<file path="src/rtl/core/hps_pkg.sv">
`default_nettype none

package hps_pkg;

   // fixed field widths
   localparam int VERTEX_W    = 16;
   localparam int LIMIT_W     = 7;
   localparam int DIST_OUT_W  = 4;
   localparam int CUBE_BITS_W = 5;
   localparam int CUBE_EXT_W  = CUBE_BITS_W + 1;

   // defaults for the top level parameters
   localparam int MAX_BITS_DEF   = 16;
   localparam int MAX_PROBES_DEF = 64;

   // register file
   localparam int                   CSR_ADDR_W       = 3;
   localparam int                   CSR_DATA_W       = 32;
   localparam logic                 CSR_IDX_CUBE_BITS = 1'b0;
   localparam logic [CUBE_BITS_W-1:0] CUBE_BITS_RESET = 5'd16;

   typedef enum logic {
      HPS_IDLE,
      HPS_RUN
   } hps_state_type;

   // controller -> datapath
   typedef struct packed {
      logic load;   // take a new query
      logic step;   // move the current probe into the output register
   } hps_cmd_type;

   // datapath -> controller
   typedef struct packed {
      logic out_free;    // output register free or being drained
      logic last_probe;  // current probe ends the query
   } hps_stat_type;

endpackage

`default_nettype wire

</file>
<file path="src/rtl/core/hps_datapath.sv">
`default_nettype none

module hps_datapath import hps_pkg::*; #(
   parameter int MAX_BITS   = MAX_BITS_DEF,
   parameter int MAX_PROBES = MAX_PROBES_DEF
) (
   input  wire logic                   clock,
   input  wire logic                   reset,
   input  wire hps_cmd_type            cmd,
   output hps_stat_type                stat,
   input  wire logic [CUBE_BITS_W-1:0] cube_bits,
   input  wire logic [VERTEX_W-1:0]    vertex,
   input  wire logic [LIMIT_W-1:0]     probe_limit,
   input  wire logic                   rsp_ready,
   output logic                        rsp_valid,
   output logic [VERTEX_W-1:0]         rsp_probe_vertex,
   output logic [DIST_OUT_W-1:0]       rsp_flip_distance,
   output logic                        rsp_last
);

   localparam int W     = MAX_BITS;
   localparam int BW    = $clog2(MAX_BITS + 1);
   localparam int DW    = $clog2(MAX_BITS);
   localparam int CNT_W = $clog2(MAX_PROBES + 1);
   localparam int SH_W  = $clog2(MAX_BITS + 1);

   // query state
   logic [VERTEX_W-1:0] held_ff,   held_in;
   logic [W-1:0]        mask_ff,   mask_in;
   logic [DW-1:0]       dist_ff,   dist_in;
   logic [CNT_W-1:0]    remain_ff, remain_in;
   logic [BW-1:0]       bits_ff,   bits_in;

   // output register
   logic                  ovalid_ff, ovalid_in;
   logic [VERTEX_W-1:0]   opv_ff,    opv_in;
   logic [DIST_OUT_W-1:0] odist_ff,  odist_in;
   logic                  olast_ff,  olast_in;

   // clamped query parameters
   logic [CUBE_EXT_W-1:0] bits_ext;
   logic [BW-1:0]         bits_eff;
   logic [LIMIT_W-1:0]    lim_eff;
   logic [VERTEX_W-1:0]   vfull;

   // mask sequencing
   logic [W-1:0]   full_w;
   logic [W-1:0]   trail;
   logic [W-1:0]   rest;
   logic [W-1:0]   low_bit;
   logic [W-1:0]   below;
   logic [W-1:0]   blk;
   logic [W-1:0]   next_mask;
   logic [W-1:0]   start_mask;
   logic [SH_W-1:0] shift_n;
   logic [BW-1:0]  dist_inc;
   logic           dist_end;
   logic           last_now;

   always_comb begin
      bits_ext = {1'b0, cube_bits};
      if (bits_ext == '0) begin
         bits_ext = CUBE_EXT_W'(1);
      end else if (bits_ext > CUBE_EXT_W'(MAX_BITS)) begin
         bits_ext = CUBE_EXT_W'(MAX_BITS);
      end
      bits_eff = bits_ext[BW-1:0];

      lim_eff = probe_limit;
      if (lim_eff == '0) begin
         lim_eff = LIMIT_W'(1);
      end else if (lim_eff > LIMIT_W'(MAX_PROBES)) begin
         lim_eff = LIMIT_W'(MAX_PROBES);
      end
   end

   always_comb begin
      for (int i = 0; i < VERTEX_W; i++) begin
         vfull[i] = (i < int'(bits_eff));
      end
   end

   // previous combination of equal weight (descending order):
   // drop the lowest set bit that has a zero below it and pack the
   // trailing ones plus that bit directly beneath its old place
   always_comb begin
      trail    = mask_ff & ~(mask_ff + W'(1));
      rest     = mask_ff & ~trail;
      low_bit  = rest & (~rest + W'(1));
      below    = low_bit - W'(1);
      shift_n  = SH_W'($countones(trail)) + SH_W'(1);
      blk      = below & ~(below >> shift_n);
      next_mask = (rest & ~low_bit) | blk;
      dist_inc = BW'(dist_ff) + BW'(1);
      dist_end = (rest == '0);
      last_now = (remain_ff == '0) || (dist_end && (dist_inc == bits_ff));
   end

   // first mask of the next distance: its top bits inside the cube
   always_comb begin
      for (int i = 0; i < W; i++) begin
         full_w[i]     = (i < int'(bits_ff));
         start_mask[i] = full_w[i] && ((i + int'(dist_inc)) >= int'(bits_ff));
      end
   end

   always_comb begin
      stat.out_free   = !ovalid_ff || rsp_ready;
      stat.last_probe = last_now;
   end

   always_comb begin
      held_in   = held_ff;
      mask_in   = mask_ff;
      dist_in   = dist_ff;
      remain_in = remain_ff;
      bits_in   = bits_ff;
      ovalid_in = ovalid_ff && !rsp_ready;
      opv_in    = opv_ff;
      odist_in  = odist_ff;
      olast_in  = olast_ff;

      priority if (cmd.load) begin
         held_in   = vertex & vfull;
         mask_in   = '0;
         dist_in   = '0;
         remain_in = CNT_W'(lim_eff - LIMIT_W'(1));
         bits_in   = bits_eff;
      end else if (cmd.step) begin
         ovalid_in = 1'b1;
         opv_in    = held_ff ^ VERTEX_W'(mask_ff);
         odist_in  = DIST_OUT_W'(dist_ff);
         olast_in  = last_now;
         if (!last_now) begin
            remain_in = remain_ff - CNT_W'(1);
            if (dist_end) begin
               mask_in = start_mask;
               dist_in = dist_inc[DW-1:0];
            end else begin
               mask_in = next_mask;
            end
         end
      end
   end

   always_ff @(posedge clock) begin
      if (reset) begin
         ovalid_ff <= 1'b0;
         mask_ff   <= '0;
         dist_ff   <= '0;
         remain_ff <= '0;
         bits_ff   <= BW'(1);
      end else begin
         ovalid_ff <= ovalid_in;
         mask_ff   <= mask_in;
         dist_ff   <= dist_in;
         remain_ff <= remain_in;
         bits_ff   <= bits_in;
      end
   end

   always_ff @(posedge clock) begin
      held_ff  <= held_in;
      opv_ff   <= opv_in;
      odist_ff <= odist_in;
      olast_ff <= olast_in;
   end

   assign rsp_valid         = ovalid_ff;
   assign rsp_probe_vertex  = opv_ff;
   assign rsp_flip_distance = odist_ff;
   assign rsp_last          = olast_ff;

   // mask weight always tracks the distance
   a_weight: assert property (@(posedge clock) disable iff (reset)
      $countones(mask_ff) == int'(dist_ff))
      else $error("flip mask weight differs from distance");

   // mask never leaves the cube
   a_in_cube: assert property (@(posedge clock) disable iff (reset)
      (mask_ff & ~full_w) == '0)
      else $error("flip mask outside cube");

   // a step always lands a probe in the output register
   a_step_out: assert property (@(posedge clock) disable iff (reset)
      cmd.step |=> ovalid_ff)
      else $error("step lost a probe");

endmodule

`default_nettype wire

</file>
<file path="config.mk">
export PLATFORM = sky130hd
export DESIGN_NAME = hps_datapath
export DESIGN_NICKNAME = d
export VERILOG_FILES = /design/src/rtl/core/hps_pkg.sv /design/src/rtl/core/hps_datapath.sv
export SDC_FILE = /design/constraint.sdc
export NUM_CORES = 1
export LEC_CHECK = 0
export BUFFER_PORTS_ARGS = -buffer_cell sky130_fd_sc_hd__buf_2
export CORE_MARGIN = 1.5
export CORE_UTILIZATION = 60
export CTS_BUF_LIST = sky130_fd_sc_hd__clkbuf_8 sky130_fd_sc_hd__clkbuf_16
export CTS_CLUSTER_SIZE = 8
export DETAILED_ROUTE_END_ITERATION = 8
export PLACE_DENSITY = 0.86
export SLEW_MARGIN = 20
export SYNTH_ARGS = -nofsm -noshare
export SYNTH_HDL_FRONTEND = slang
export SYNTH_SLANG_ARGS = --single-unit
</file>
<file path="constraint.sdc">
create_clock -name clock -period 9.2 [get_ports clock]
set_input_delay 1.84 -clock clock [delete_from_list [all_inputs] [get_ports clock]]
set_output_delay 1.84 -clock clock [all_outputs]
set_load 0.02 [all_outputs]
</file>
==> run metrics <==
Netlist Area Pre-Place=around 6600 um^2; Worst slew margin=between 30% and 40%; DP HPWL=around 15,000 um; Post-synth EDFFs=37; fin cells=between 900 and 1k; drt drc=0; nets@finish=just over 900; worst skew pair latency=0.36 ns; wire length per cell=approximately 21 um; Comb pwr share=about two thirds; Initial Util=61.1%; antenna cells=0; Max Root-Sink Buffers=2; Leak Pwr=roughly 3.0 nW; PostCTS Resize Cnt=0; initial antenna violation count=0; period utilization=roughly three quarters; ANT nets after route=0; sequential fraction of the synthesis area=approximately 27%; mux cell area share after synthesis=around 1.4%; Synth Area in Adders=between 10% and 20%; vias in the first global route=5,880; sequential power share=between 20 and 25%; crit-path max FO=12; Sw Share=between 50% and 60%; top-count cell post-synth=ha_1; Synth top area share=16.8%; Synth Flop Type=edfxtp_1; CP Data Required Time=about 9.4 ns; fin. max-slew vios=0; layout cells sized above 1=a little under an eighth; die width=about 110 um; clock sinks=70; max cap viols=0; crit path DAT=between 6 and 7 ns; worst reg2reg path depth=20; row count=38; Synth async-reset ratio=0%; Yosys top cell by area=edfxtp_1; Synth Area per Inst=8.45 um^2; Clk pwr share=11.6%; height of the die=108 um; clock skew=around 0.017 ns; Worst Hold Depth=2; Peak VDD IR=199 uV; post-synthesis sequential element count=70; first-pass GRT wire length=between 30,000 and 40,000 um; leading post-synthesis cells by cell area=edfxtp_1, ha_1, dfxtp_1; largest net degree at the start of global routing=30; Post-Place Cells=928; endpoint class of the critical path=flip-flop; hold_buf cts=0; CTS tree=done; Routed WL=between 15,000 and 20,000 um; DIE AREA=around 12,000 um^2; area grow syn2layout=6.35%; Int Power=roughly 0.93 mW; gr usage total=34.6%; Placer Congestion=between 0.9 and 1; measured slew at the worst slew-check pin=1.02 ns; core area=roughly 11,000 um^2; 1st-iter DRT viols=approximately 570; vias=just over 6k; Final Setup Violations=0; Setup Buffers After CTS=0; critical path type=reg -> reg; YS warnings=0; status=completed; total grt overflow=0; Hold/Removal Path Class=reg -> reg; Cell Pwr Density=between 200 and 300 nW/um^2; final setup TNS=0 ns; RSZ-0062 raised after global routing=no; main combinational cell family by area after synthesis=compound AO/OA/AOI/OAI gates; Max Freq=149 MHz; Via density=approximately 6.6; Yosys cell types=slightly above 80; fill count=a little over 900; CP Launch Type=flip-flop; Simple-Gate Fraction of Synth Area=17.8%; TritonRoute pass-1 iters=5; cts bufs inserted=9; top post-synthesis cells by count=ha_1, nor2_1, nand2_1, a21oi_1, inv_1; # IOs=57; Final Hold Vio Count=0; syn nets=approximately 890; xor and xnor area share after synthesis=under 10%; Period minus WS final=around 6.7 ns; clock root buffer=clkbuf_8; PortBufs=56; Post-Synthesis Cells=about 800; Psw=roughly 1.0 mW; clk slew on worst S/H paths=around 0.09 ns; complex-gate fraction of the synthesized area=~25%; CTS H-tree depth=3
## critical path: stages, from the launching register on
cell	delay, ns
dfxtp_1	0.61
nand4_1	0.37
or4_1	0.67
inv_1	0.16
and3_1	0.22
fa_1	0.39
inv_1	0.07
fa_1	0.42
fa_1	0.46
fa_1	0.52
fa_1	0.20
inv_1	0.08
fa_1	0.45
or3b_2	0.49
o32ai_1	0.32
buf_4	0.27
nor4_1	0.07
a211oi_1	0.23
a21oi_1	0.11
a211oi_1	0.33
o21ai_0	0.13
## power by group through the flow
stage | Sequential [mW] | Clock [mW] | Combinational [mW]
after floorplan | 0.428 | 0 | 0.995
after global placement | 0.461 | 0 | 1.25
after detailed placement | 0.463 | 0 | 1.25
after CTS | 0.457 | 0.230 | 1.26
after global routing | 0.465 | 0.243 | 1.41
final | 0.460 | 0.229 | 1.29
## worst paths after layout
| check | startpoint | to | slack [ns] |
|---|---|---|---|
| worst max-delay path | mask_ff[4] | mask_ff[10] | 2.48 |
| worst max register to register | mask_ff[4] | mask_ff[10] | 2.48 |
| worst min register to register | remain_ff[4] | remain_ff[4] | 0.52 |
| worst min-delay path | remain_ff[4] | remain_ff[4] | 0.52 |
## metal layers
metal	part of all wire [%]	track usage, %	vias up
met3	6.9	4.90	70
met5	0	0	-
met2	47	56.9	343
met1	41	44.5	2921
met4	4.4	16.8	0
li1	-	-	2868
## kinds of logic (layout without fill, tap and decap cells)
group                    count (synthesis)  count (layout)
AO/OA/AOI/OAI                          234             234
AND/OR/NAND/NOR                        236             236
adder cells (fa/ha/maj)                 77              77
XOR/XNOR                                51              51
multiplexers                             9               9
flip-flops                              70              70
buffers and inverters                  104             127
## final cells by class
cell class | count | area [um^2] | share of cell area (%)
Sequential cell | 70 | 1770 | 25.2
Inverter | 49 | 186 | 2.66
Clock buffer | 9 | 124 | 1.77
Multi-Input combinational cell | 607 | 4390 | 62.5
Clock inverter | 7 | 48.8 | 0.695
Tap cell | 140 | 175 | 2.50
Timing Repair Buffer | 62 | 325 | 4.64
## cells in the final DEF, fill, tap and decap left out, types with 11 or more instances in the layout
cell,netlist,layout
ha_1,66,66
edfxtp_1,37,37
xor2_1,28,28
inv_1,47,48
nor3_1,25,25
a211oi_1,13,13
nor2_1,56,56
nand2b_1,16,16
fa_1,11,11
dfxtp_1,33,33
nor2b_1,14,14
nand3_1,21,21
a21o_1,24,24
a31oi_1,11,11
o21ai_0,33,33
a21oi_1,53,53
nand2_1,55,55
xnor2_1,23,23
buf_2,8,56
## sequential cells by signal, indices dropped and copies added, names as in the netlist
register	count
rsp_last	1
dist_ff	4
rsp_flip_distance	4
rsp_probe_vertex	16
remain_ff	7
held_ff	16
rsp_valid	1
mask_ff	16
bits_ff	5
## stage by stage
stage	util [%]	total power [mW]	hold slack, ns	area [um^2]	worst slack (ns)
after global routing	65.0	2.12	0.559	7020	2.22
after global placement	63.4	1.71	0.491	6850	2.86
after floorplan	-	1.42	0.473	6600	3.11
after CTS	65.0	1.95	0.517	7020	2.59
final	65.0	1.98	0.520	7020	2.48
after detailed placement	63.4	1.71	0.504	6850	2.71
(Power assumes the default switching activity.)
